$ cat src/design/sfd_pkg.sv
// Shared types and constants of the stereo feedback delay core.
// No dependencies; imported by every design module but the port checker.
package sfd_pkg;

  localparam int SAMPLE_W    = 16;
  localparam int CFG_INDEX_W = 3;
  localparam int CFG_DATA_W  = 18;

  localparam logic [CFG_INDEX_W-1:0] REG_DELAY_MODE       = 3'd0;
  localparam logic [CFG_INDEX_W-1:0] REG_SYNC_TICKS       = 3'd1;
  localparam logic [CFG_INDEX_W-1:0] REG_SAMPLES_PER_TICK = 3'd2;
  localparam logic [CFG_INDEX_W-1:0] REG_DELAY_MS         = 3'd3;
  localparam logic [CFG_INDEX_W-1:0] REG_SAMPLE_RATE_HZ   = 3'd4;
  localparam logic [CFG_INDEX_W-1:0] REG_FEEDBACK_GAIN    = 3'd5;
  localparam logic [CFG_INDEX_W-1:0] REG_MIX_AMOUNT       = 3'd6;

  localparam logic MODE_SYNC = 1'b0;
  localparam logic MODE_TIME = 1'b1;

  typedef logic signed [SAMPLE_W-1:0] sample_t;

  typedef struct packed {
    logic [15:0] feedback;
    logic [16:0] mix;
  } gain_t;

endpackage

$ cat src/design/sfd_lane.sv
// One channel lane: feedback and crossfade products, then rounding and saturation.
// Depends on sfd_pkg.
module sfd_lane (
  input  logic             clk,
  input  logic             load,
  input  sfd_pkg::sample_t dry,
  input  sfd_pkg::sample_t delayed,
  input  sfd_pkg::gain_t   gains,
  output sfd_pkg::sample_t store_val,
  output sfd_pkg::sample_t out_val
);
  import sfd_pkg::*;

  localparam int ACC_W = 36;
  localparam logic signed [ACC_W-1:0] POS_LIM = 36'sd32767;
  localparam logic signed [ACC_W-1:0] NEG_LIM = -36'sd32768;

  function automatic sample_t sat16(input logic signed [ACC_W-1:0] x);
    sample_t res;
    if (x > POS_LIM) begin
      res = 16'sh7FFF;
    end else if (x < NEG_LIM) begin
      res = 16'sh8000;
    end else begin
      res = x[15:0];
    end
    return res;
  endfunction

  logic signed [16:0]      fb_s;
  logic signed [17:0]      mix_s;
  logic signed [16:0]      diff;
  logic signed [32:0]      fb_prod_next;
  logic signed [34:0]      mix_prod_next;
  logic signed [32:0]      fb_prod;
  logic signed [34:0]      mix_prod;
  sample_t                 dry_q;
  logic signed [ACC_W-1:0] bias;
  logic signed [ACC_W-1:0] fb_sum;
  logic signed [ACC_W-1:0] mix_sum;

  always_comb begin
    fb_s          = signed'({1'b0, gains.feedback});
    mix_s         = signed'({1'b0, gains.mix});
    diff          = 17'(delayed) - 17'(dry);
    fb_prod_next  = 33'(delayed) * 33'(fb_s);
    mix_prod_next = 35'(diff) * 35'(mix_s);
  end

  always_ff @(posedge clk) begin
    if (load) begin
      fb_prod  <= fb_prod_next;
      mix_prod <= mix_prod_next;
      dry_q    <= dry;
    end
  end

  // The dry sample shifted up by 16 with the rounding half folded in below it.
  always_comb begin
    bias      = ACC_W'(signed'({dry_q, 16'h8000}));
    fb_sum    = ACC_W'(fb_prod) + bias;
    mix_sum   = ACC_W'(mix_prod) + bias;
    store_val = sat16(fb_sum >>> 16);
    out_val   = sat16(mix_sum >>> 16);
  end

endmodule

$ cat config.mk
export PLATFORM = sky130hd
export DESIGN_NAME = sfd_lane
export DESIGN_NICKNAME = d
export VERILOG_FILES = /design/src/design/sfd_pkg.sv /design/src/design/sfd_lane.sv
export SDC_FILE = /design/constraint.sdc
export NUM_CORES = 1
export LEC_CHECK = 0
export BUFFER_PORTS_ARGS = -buffer_cell sky130_fd_sc_hd__buf_4
export CORE_AREA = 3 3 234 236
export DETAILED_ROUTE_END_ITERATION = 7
export DIE_AREA = 0 0 237 239
export PLACE_DENSITY = 0.63
export SLEW_MARGIN = 10
export SYNTH_ARGS = -nofsm -noshare
export SYNTH_HDL_FRONTEND = slang
export SYNTH_SLANG_ARGS = --single-unit
export TNS_END_PERCENT = 10
$ cat constraint.sdc
create_clock -name clk -period 18.75 [get_ports clk]
set_input_delay 1.875 -clock clk [delete_from_list [all_inputs] [get_ports clk]]
set_output_delay 1.875 -clock clk [all_outputs]
set_load 0.01 [all_outputs]
==> results.md <==
- Root buffer cell: clkbuf_16
- TNS Setup: 0 ps
- RSZ-0062 raised after global routing: no
- Met3 usage: 0.0308
- Worst Setup Path Type: primary input to flop
- Initial Util: 0.429
- Final period util: 0.545
- Fin cells: between 3000 and 4000
- CP max FO: 18
- Routed WL per cell: about 19 um
- Clk sinks: 54
- Syn-to-layout area delta: 6.39%
- Startpoint types: primary input
- DR iter-0 viols: ~1000
- Hold slack: 1770 ps
- Cts bufs inserted: 5
- Post-synthesis cell area: 22600 um^2
- Initial DRT Pass Iterations: 7
- Rel. slew slack: 0.195
- Via count: ~17000
- CTS tree: built
- Status: completed
- GRT Overall Usage: 0.222
- Port bufs: 98
- Design area: roughly 24000 um^2
- Global placement routability congestion: about 0.9
- Critical Path AT: 10280 ps
- Cts repair resizes: 0
- Commonest non-fill, non-tap cells in the layout: 566 x inv_1, 419 x fa_1, 327 x nand2_1
- Drc violations: 0
- GR Util met2: 0.361
- Congestion Overflow GR: 0
- Slowest stage cell, crit path: nor2_2
- Vias in the first global route: roughly 18000
- Crit path largest cell delay: ~700 ps
- Die footprint: ~57000 um^2
- HPWL after DPL: 49200 um
- Seq/Total Area, Yosys: 0.0719
- ANT cells: 0
- Depth of the worst hold-timing path: 1
- Largest net degree at the start of global routing: 55
- Io pins: 99
- First-pass GRT wire length: 100000 um
- Final Hold Viols: 0
- Dpl cells: approximately 3300
- Busiest grt layer: met2
- Fin crit period: around 10000 ps
- CTS Buffer Depth: 2
- Most frequent CP cell: fa_1
- Least-Margin Pin Slew: approximately 1200 ps
- Die Height: approximately 240 um
- Slew Limit Fails: 0
- Core area: between 50000 and 60000 um^2
- Worst min-delay path class: primary input to flop
- Post-synth EDFFs: 54
- Die W: about 240 um
- Clock slew at reported path FFs: around 80 ps
- Setup Buffers After CTS: 0
- Final setup vio count: 0
- DRT Wirelength: 61500 um
- Required time of the critical path: 18810 ps
- Most common cell after layout, fill and taps aside: inv_1
- Post-synth ARST share: 0
- Vias per cell: around 5.3
- FP Rows: 84
- Nets: around 3400
- Unique masters post-synth: 66
- YS warnings: 0
- Synth Register Bits: 54
- Met1 Track Usage GR: 0.321
- Post-DP Area: 23900 um^2
- Initial antenna violation count: 0
- # hold bufs at CTS: 0
- Top_reg_cell synth: edfxtp_1
- Setup crit end kind: flop
- Mapped Avg Cell Area: approximately 8.8 um^2
- Post-route ant nets: 0
- Fmax: a little under 0.1 GHz
- H-tree levels: 2
- Fraction of layout cells with a size suffix above 1: 0.0576
- Mapped Cells: 2573
- Max_cap viols: 0
- Synth Net Count: roughly 3400
sequential cells by signal, indices dropped and copies added (netlist names):
name and flops:
fb_prod 18, mix_prod 20, dry_q 16
area by class of cell:
cell class	instances	area, um^2
fill	5086	28700
multi-input combinational	1844	18400
inverter	566	2120
sequential	54	1620
tap	688	861
timing repair buffer	113	848
clock buffer	6	129
clock inverter	2	17.5
critical path: cells and delay by family:
| family | cells | cell delay (ps) |
|---|---|---|
| adders and majority gates | 8 | 3570 |
| AOI/OAI and AO/OA | 12 | 2350 |
| and+or+nand+nor | 7 | 1970 |
| buffers and inverters | 4 | 370 |
| xor gates and xnor gates | 1 | 130 |
metrics by stage:
stage,utilization,setup slack [ps]
finish,0.456,8530
detailed placement,0.453,8300
global placement,0.453,8430
floorplan,-,9220
CTS,0.456,8610
global route,0.456,7940
cells by family after synthesis:
group	count (synthesis)	share of synthesized area
buffers and inverters	675	0.113
muxes	1	0.000444
and+or+nand+nor	786	0.169
AOI/OAI and AO/OA	272	0.0825
adders and majority gates	714	0.535
xor gates and xnor gates	71	0.0279
DFF	54	0.0719
worst paths after layout:
path | start | to | slack, ps
max | delayed[1] | mix_prod[27] | 8530
min | dry[2] | dry_q[2] | 1770
cell usage after synthesis, drive strengths merged (8+ instances only):
cell type	instances	share of area
buf	11	0.0029
o21a	13	0.0043
nor2b	29	0.0080
a211oi	8	0.0027
nor3	35	0.0078
clkbuf	98	0.016
nor2	81	0.014
nand2	327	0.054
a21oi	53	0.012
nand3	67	0.015
o21ai	81	0.020
edfxtp	54	0.072
ha	295	0.16
inv	566	0.094
a31oi	20	0.0062
and3	23	0.0064
fa	419	0.37
xnor2	47	0.019
or3	10	0.0028
nand2b	34	0.0094
a21o	23	0.0077
o311ai	11	0.0054
xor2	24	0.0093
o211ai	24	0.0080
and2	159	0.044
metal layers:
layer / up-vias / part of all wire
met2: 510 / 0.46
met5: - / 0
met4: 0 / 0.017
li1: 8030 / -
met1: 8765 / 0.46
met3: 70 / 0.063
Power is not shown: default switching activity piles up to over one toggle a cycle in this logic, so the estimate is an artifact.
