$ cat config.mk
export PLATFORM = sky130hd
export DESIGN_NAME = sfd_cfg
export DESIGN_NICKNAME = d
export VERILOG_FILES = /design/src/design/sfd_pkg.sv /design/src/design/sfd_cfg.sv
export SDC_FILE = /design/constraint.sdc
export NUM_CORES = 2
export LEC_CHECK = 0
export ABC_CLOCK_PERIOD_IN_PS = 20400
export BUFFER_PORTS_ARGS = -buffer_cell sky130_fd_sc_hd__buf_2
export CAP_MARGIN = 20
export CORE_MARGIN = 2
export CORE_UTILIZATION = 40
export CTS_BUF_LIST = sky130_fd_sc_hd__clkbuf_4
export DETAILED_ROUTE_END_ITERATION = 16
export PLACE_DENSITY_LB_ADDON = 0.15
export SLEW_MARGIN = 20
export SYNTH_ARGS = -nofsm -noshare
export SYNTH_HDL_FRONTEND = slang
export SYNTH_SLANG_ARGS = --single-unit
$ cat constraint.sdc
create_clock -name clk -period 20.4 [get_ports clk]
set_clock_uncertainty 0.15 [all_clocks]
set_input_delay 1.02 -clock clk [delete_from_list [all_inputs] [get_ports clk]]
set_output_delay 1.02 -clock clk [all_outputs]
set_load 0.01 [all_outputs]
$ cat src/design/sfd_pkg.sv
// Shared types and constants of the stereo feedback delay core.
// No dependencies; imported by every design module but the port checker.
package sfd_pkg;

  localparam int SAMPLE_W    = 16;
  localparam int CFG_INDEX_W = 3;
  localparam int CFG_DATA_W  = 18;

  localparam logic [CFG_INDEX_W-1:0] REG_DELAY_MODE       = 3'd0;
  localparam logic [CFG_INDEX_W-1:0] REG_SYNC_TICKS       = 3'd1;
  localparam logic [CFG_INDEX_W-1:0] REG_SAMPLES_PER_TICK = 3'd2;
  localparam logic [CFG_INDEX_W-1:0] REG_DELAY_MS         = 3'd3;
  localparam logic [CFG_INDEX_W-1:0] REG_SAMPLE_RATE_HZ   = 3'd4;
  localparam logic [CFG_INDEX_W-1:0] REG_FEEDBACK_GAIN    = 3'd5;
  localparam logic [CFG_INDEX_W-1:0] REG_MIX_AMOUNT       = 3'd6;

  localparam logic MODE_SYNC = 1'b0;
  localparam logic MODE_TIME = 1'b1;

  typedef logic signed [SAMPLE_W-1:0] sample_t;

  typedef struct packed {
    logic [15:0] feedback;
    logic [16:0] mix;
  } gain_t;

endpackage

$ cat src/design/sfd_cfg.sv
// Configuration registers and delay length computation of the delay core.
// Depends on sfd_pkg.
module sfd_cfg #(
  parameter int DEPTH = 65536
) (
  input  logic                              clk,
  input  logic                              rst,
  input  logic                              wr_en,
  input  logic [sfd_pkg::CFG_INDEX_W-1:0]   index,
  input  logic [sfd_pkg::CFG_DATA_W-1:0]    wdata,
  output logic [$clog2(DEPTH)-1:0]          delay_len,
  output sfd_pkg::gain_t                    gains,
  output logic                              settled
);
  import sfd_pkg::*;

  localparam int AW = $clog2(DEPTH);
  localparam logic [31:0] MS_ROUND     = 32'd500;
  localparam logic [63:0] MS_DIV_MULT  = 64'd2199023256;
  localparam int          MS_DIV_SHIFT = 41;
  localparam logic [1:0]  SETTLE_CYCLES = 2'd3;

  logic        delay_mode;
  logic [6:0]  sync_ticks;
  logic [15:0] samples_per_tick;
  logic [13:0] delay_ms;
  logic [17:0] sample_rate_hz;
  logic [15:0] feedback_gain;
  logic [16:0] mix_amount;
  logic [1:0]  settle_cnt;

  logic [22:0]                sync_prod;
  logic [31:0]                ms_prod;
  logic [63:0]                quot_prod;
  logic [63-MS_DIV_SHIFT:0]   ms_quot;
  logic [31:0]                len_raw;
  logic [AW-1:0]              delay_len_next;

  always_ff @(posedge clk) begin
    if (rst) begin
      delay_mode       <= MODE_SYNC;
      sync_ticks       <= 7'd1;
      samples_per_tick <= 16'd5512;
      delay_ms         <= 14'd250;
      sample_rate_hz   <= 18'd44100;
      feedback_gain    <= 16'd0;
      mix_amount       <= 17'd0;
    end else if (wr_en) begin
      case (index)
        REG_DELAY_MODE:       delay_mode       <= wdata[0];
        REG_SYNC_TICKS:       sync_ticks       <= wdata[6:0];
        REG_SAMPLES_PER_TICK: samples_per_tick <= wdata[15:0];
        REG_DELAY_MS:         delay_ms         <= wdata[13:0];
        REG_SAMPLE_RATE_HZ:   sample_rate_hz   <= wdata[17:0];
        REG_FEEDBACK_GAIN:    feedback_gain    <= wdata[15:0];
        REG_MIX_AMOUNT:       mix_amount       <= wdata[16:0];
        default: begin
        end
      endcase
    end
  end

  always_ff @(posedge clk) begin
    if (rst || wr_en) begin
      settle_cnt <= SETTLE_CYCLES;
    end else if (settle_cnt != 2'd0) begin
      settle_cnt <= settle_cnt - 2'd1;
    end
  end

  assign settled = (settle_cnt == 2'd0);

  // Time mode rounds ms * rate / 1000 by a reciprocal multiply that is exact
  // for every 32-bit dividend.
  assign quot_prod = 64'(ms_prod) * MS_DIV_MULT;

  always_comb begin
    if (delay_mode == MODE_TIME) begin
      len_raw = 32'(ms_quot);
    end else begin
      len_raw = 32'(sync_prod);
    end
    if (len_raw == 32'd0) begin
      delay_len_next = AW'(1);
    end else if (len_raw > 32'(DEPTH - 1)) begin
      delay_len_next = AW'(DEPTH - 1);
    end else begin
      delay_len_next = len_raw[AW-1:0];
    end
  end

  always_ff @(posedge clk) begin
    sync_prod      <= 23'(sync_ticks) * 23'(samples_per_tick);
    ms_prod        <= 32'(delay_ms) * 32'(sample_rate_hz) + MS_ROUND;
    ms_quot        <= quot_prod[63:MS_DIV_SHIFT];
    delay_len      <= delay_len_next;
    gains.feedback <= feedback_gain;
    gains.mix      <= mix_amount[16] ? 17'h10000 : mix_amount;
  end

endmodule

==> metrics.txt <==
outcome=finished clean; RR Endpoint=ms_quot[16]; Final Hold Fails=0; sequential area share after synthesis=0.135; RSZ-0062 raised after global routing=false; max incr delay on CP=0.78 ns; Initial Util=0.402; final RePlAce weighted congestion=slightly below 0.9; root buffer cell=clkbuf_4; Main synth FF type=dfxtp_1; first-pass GRT wire length=128000 um; Crit. End Element=register; Crit path required time=20.95 ns; Post-Syn Nets=roughly 4.5k; Yosys top cell area share=0.350; antenna-violating nets left=0; Hold Worst Slack=slightly below 0.2 ns; detailed-route via count=~22k; Metal-1 WL=37000 um; syn_area_per_cell=9.40 um2; Post-DP HPWL=64600 um; gr usage total=0.197; drc violations=0; dominant cells by area after synthesis=fa_1 35%, ha_1 21%, dfxtp_1 14%, inv_1 9.1%, nand2_1 5.5%; layout cells sized above 1=0.0561; crit start category=register; Longest Clk Path Bufs=3; commonest non-fill, non-tap cell in the layout=inv_1; Synth Instances=3429; Critical Path AT=8.15 ns; Port-buffer cells=73; largest net degree at the start of global routing=roughly 90; hold path depth=0; CTS Hold Bufs=0; Crit Path Max Fanout=11; core area=0.0802 mm2; CP Class=register to register; Final Core Density=0.429; CTS resizes=0; Worst slew margin=0.385; Synth Register Bits=around 220; die area=around 0.083 mm2; metal2 WL=37200 um; Critical R2R Launch=ms_prod[9]; Setup Fix Bufs, Post-CTS=0; Post-synth ARST share=0; actual slew at the worst max-slew pin=roughly 0.92 ns; H-tree Lvls=2; grt ovf=0; Slowest cell on crit path=dfxtp_1; Synthesis Warnings=0; Skew-Pair Late Insertion Delay=between 0.7 and 0.8 ns; Area after DPL=0.0336 mm2; top cell type by total area after synthesis=fa_1; Hold Path Class=register to register; CP most frequent cell=fa_1; # setup viols final=0; max-cap violation count=0; CTS tree=done; vias in the first global route=23.4k; max-slew violations=0; area grow syn2layout=6.64%; Yosys cell types=63; DR vias/cell=just under 5; r2r worst-path depth=22; Finished Cell Area=0.0344 mm2; IO Count=74; Worst Setup SP=ms_prod[9]; setup TNS=0 ns; Layout Nets=4583; Synth Cell Area=0.0322 mm2; EDFF count, synth=0; antenna violations before repair=3; post-DR wirelength/cell=17.2 um; clk sink count=between 200 and 250; Top Layer Used=met5; commonest non-fill, non-tap cells in the layout=777 x inv_1, 563 x fa_1, 528 x ha_1, 469 x nand2_1, 218 x dfxtp_1; Max Fclk=132 MHz; Final Cycle Share=0.372; CTS buffer count=61; die height=288 um; DRT iter0 DRCs=993; Setup crit end=ms_quot[16]; first drt pass iteration count=5; cells along the critical path=ha_1, fa_1, fa_1, inv_1, fa_1, inv_1, fa_1, fa_1, fa_1, inv_1, fa_1, inv_1, ha_1, a211o_1, a31oi_1, o31ai_1, a21o_1, a311oi_1, o21ai_2, o21ai_2, mux2_4, a2111oi_4; num rows=between 100 and 150; Fill cells=approximately 8.2k; Die X=288 um; wire length on met3=2860 um; min Tclk post-route=7.60 ns; Reg2Reg Setup Slack=12.80 ns; final WL=about 80000 um; clock slew at reported path FFs=0.07 ns
-- layer usage --
metal / global-route usage / vias up
met5: 0 / -
met4: 0.0433 / 4
met3: 0.0242 / 81
met2: 0.328 / 355
met1: 0.275 / 10946
li1: - / 10704
-- sequential cells by signal, summed over array words and instances (netlist names), 2 cells and up --
signal	flops
mix_amount	17
settle_cnt	2
delay_len	16
gains	33
sample_rate_hz	18
delay_ms	14
ms_quot	23
ms_prod	32
samples_per_tick	16
sync_ticks	7
sync_prod	23
feedback_gain	16
-- cell usage after synthesis, types with 2 or more instances --
library cell  instances
a21oi_1             154
nand2_1             469
nand3b_1             19
o21a_1               10
mux2i_1              24
a41oi_1               3
nor2_1               53
fa_1                563
a31oi_1              12
nand3_1              27
o2111ai_1             2
a211oi_1              8
a21o_1               40
o21ai_2               3
xor2_1               32
a211o_1               5
xnor2_1              36
nand2b_1             18
o41ai_2               2
nor3_1               17
o21ai_0              44
or3_1                 2
or2_2                 2
a311oi_1              2
o21bai_1              4
nor2b_1              31
a221oi_1              2
a21oi_2               2
and3_1               11
o211ai_1             10
inv_1               777
dfxtp_1             218
ha_1                528
and2_1              131
nand4_1              17
clkbuf_1             98
nor4_1               12
a21boi_0              2
o21ai_1               3
o31ai_1               6
buf_1                 8
-- cell type report --
class	count	area, um2	share of cell area
multi-input cells	2327	24600	0.715
flip-flops and latches	218	4360	0.127
inverters	777	2920	0.0849
well taps	1060	1330	0.0386
clock buffers	87	653	0.0190
repair buffers	83	440	0.0128
clock inverters	17	106	0.00310
diodes	1	2.50	0.0000728
-- how the worst min path moves through the flow --
stage / to / slack, ns / from
2_1_floorplan: gains[17] / 0.18 / feedback_gain[0]
3_3_place_gp: gains[19] / 0.18 / feedback_gain[2]
4_1_cts: gains[19] / 0.20 / feedback_gain[2]
5_1_grt: gains[27] / 0.20 / feedback_gain[10]
3_5_place_dp: gains[21] / 0.19 / feedback_gain[4]
6_report: gains[27] / 0.19 / feedback_gain[10]
-- metrics by stage --
stage               cells  setup WS, ns
floorplan            3429         13.63
global placement     4465         12.78
detailed placement   4465         12.73
CTS                  4569         12.79
global route         4570         12.46
finish               4570         12.80
-- worst max-delay path, delay by kind of cell (launching register included) --
kind	cells	cell delay, ns
muxes	1	0.33
adders and majority gates	9	4.02
AOI/OAI and AO/OA	8	2.13
buffers and inverters	4	0.19
DFF	1	0.78
-- logic make-up after synthesis --
group                    count (synthesis)  share of synthesized area
buffers and inverters                  884                      0.103
adder cells (fa/ha/maj)               1091                      0.555
AND/OR/NAND/NOR                        816                      0.117
XOR/XNOR                                68                     0.0185
multiplexers                            26                    0.00827
AO/OA/AOI/OAI                          326                     0.0628
flip-flops                             218                      0.135
Power is not shown: default switching activity piles up to over one toggle a cycle in this logic, so the estimate is an artifact.
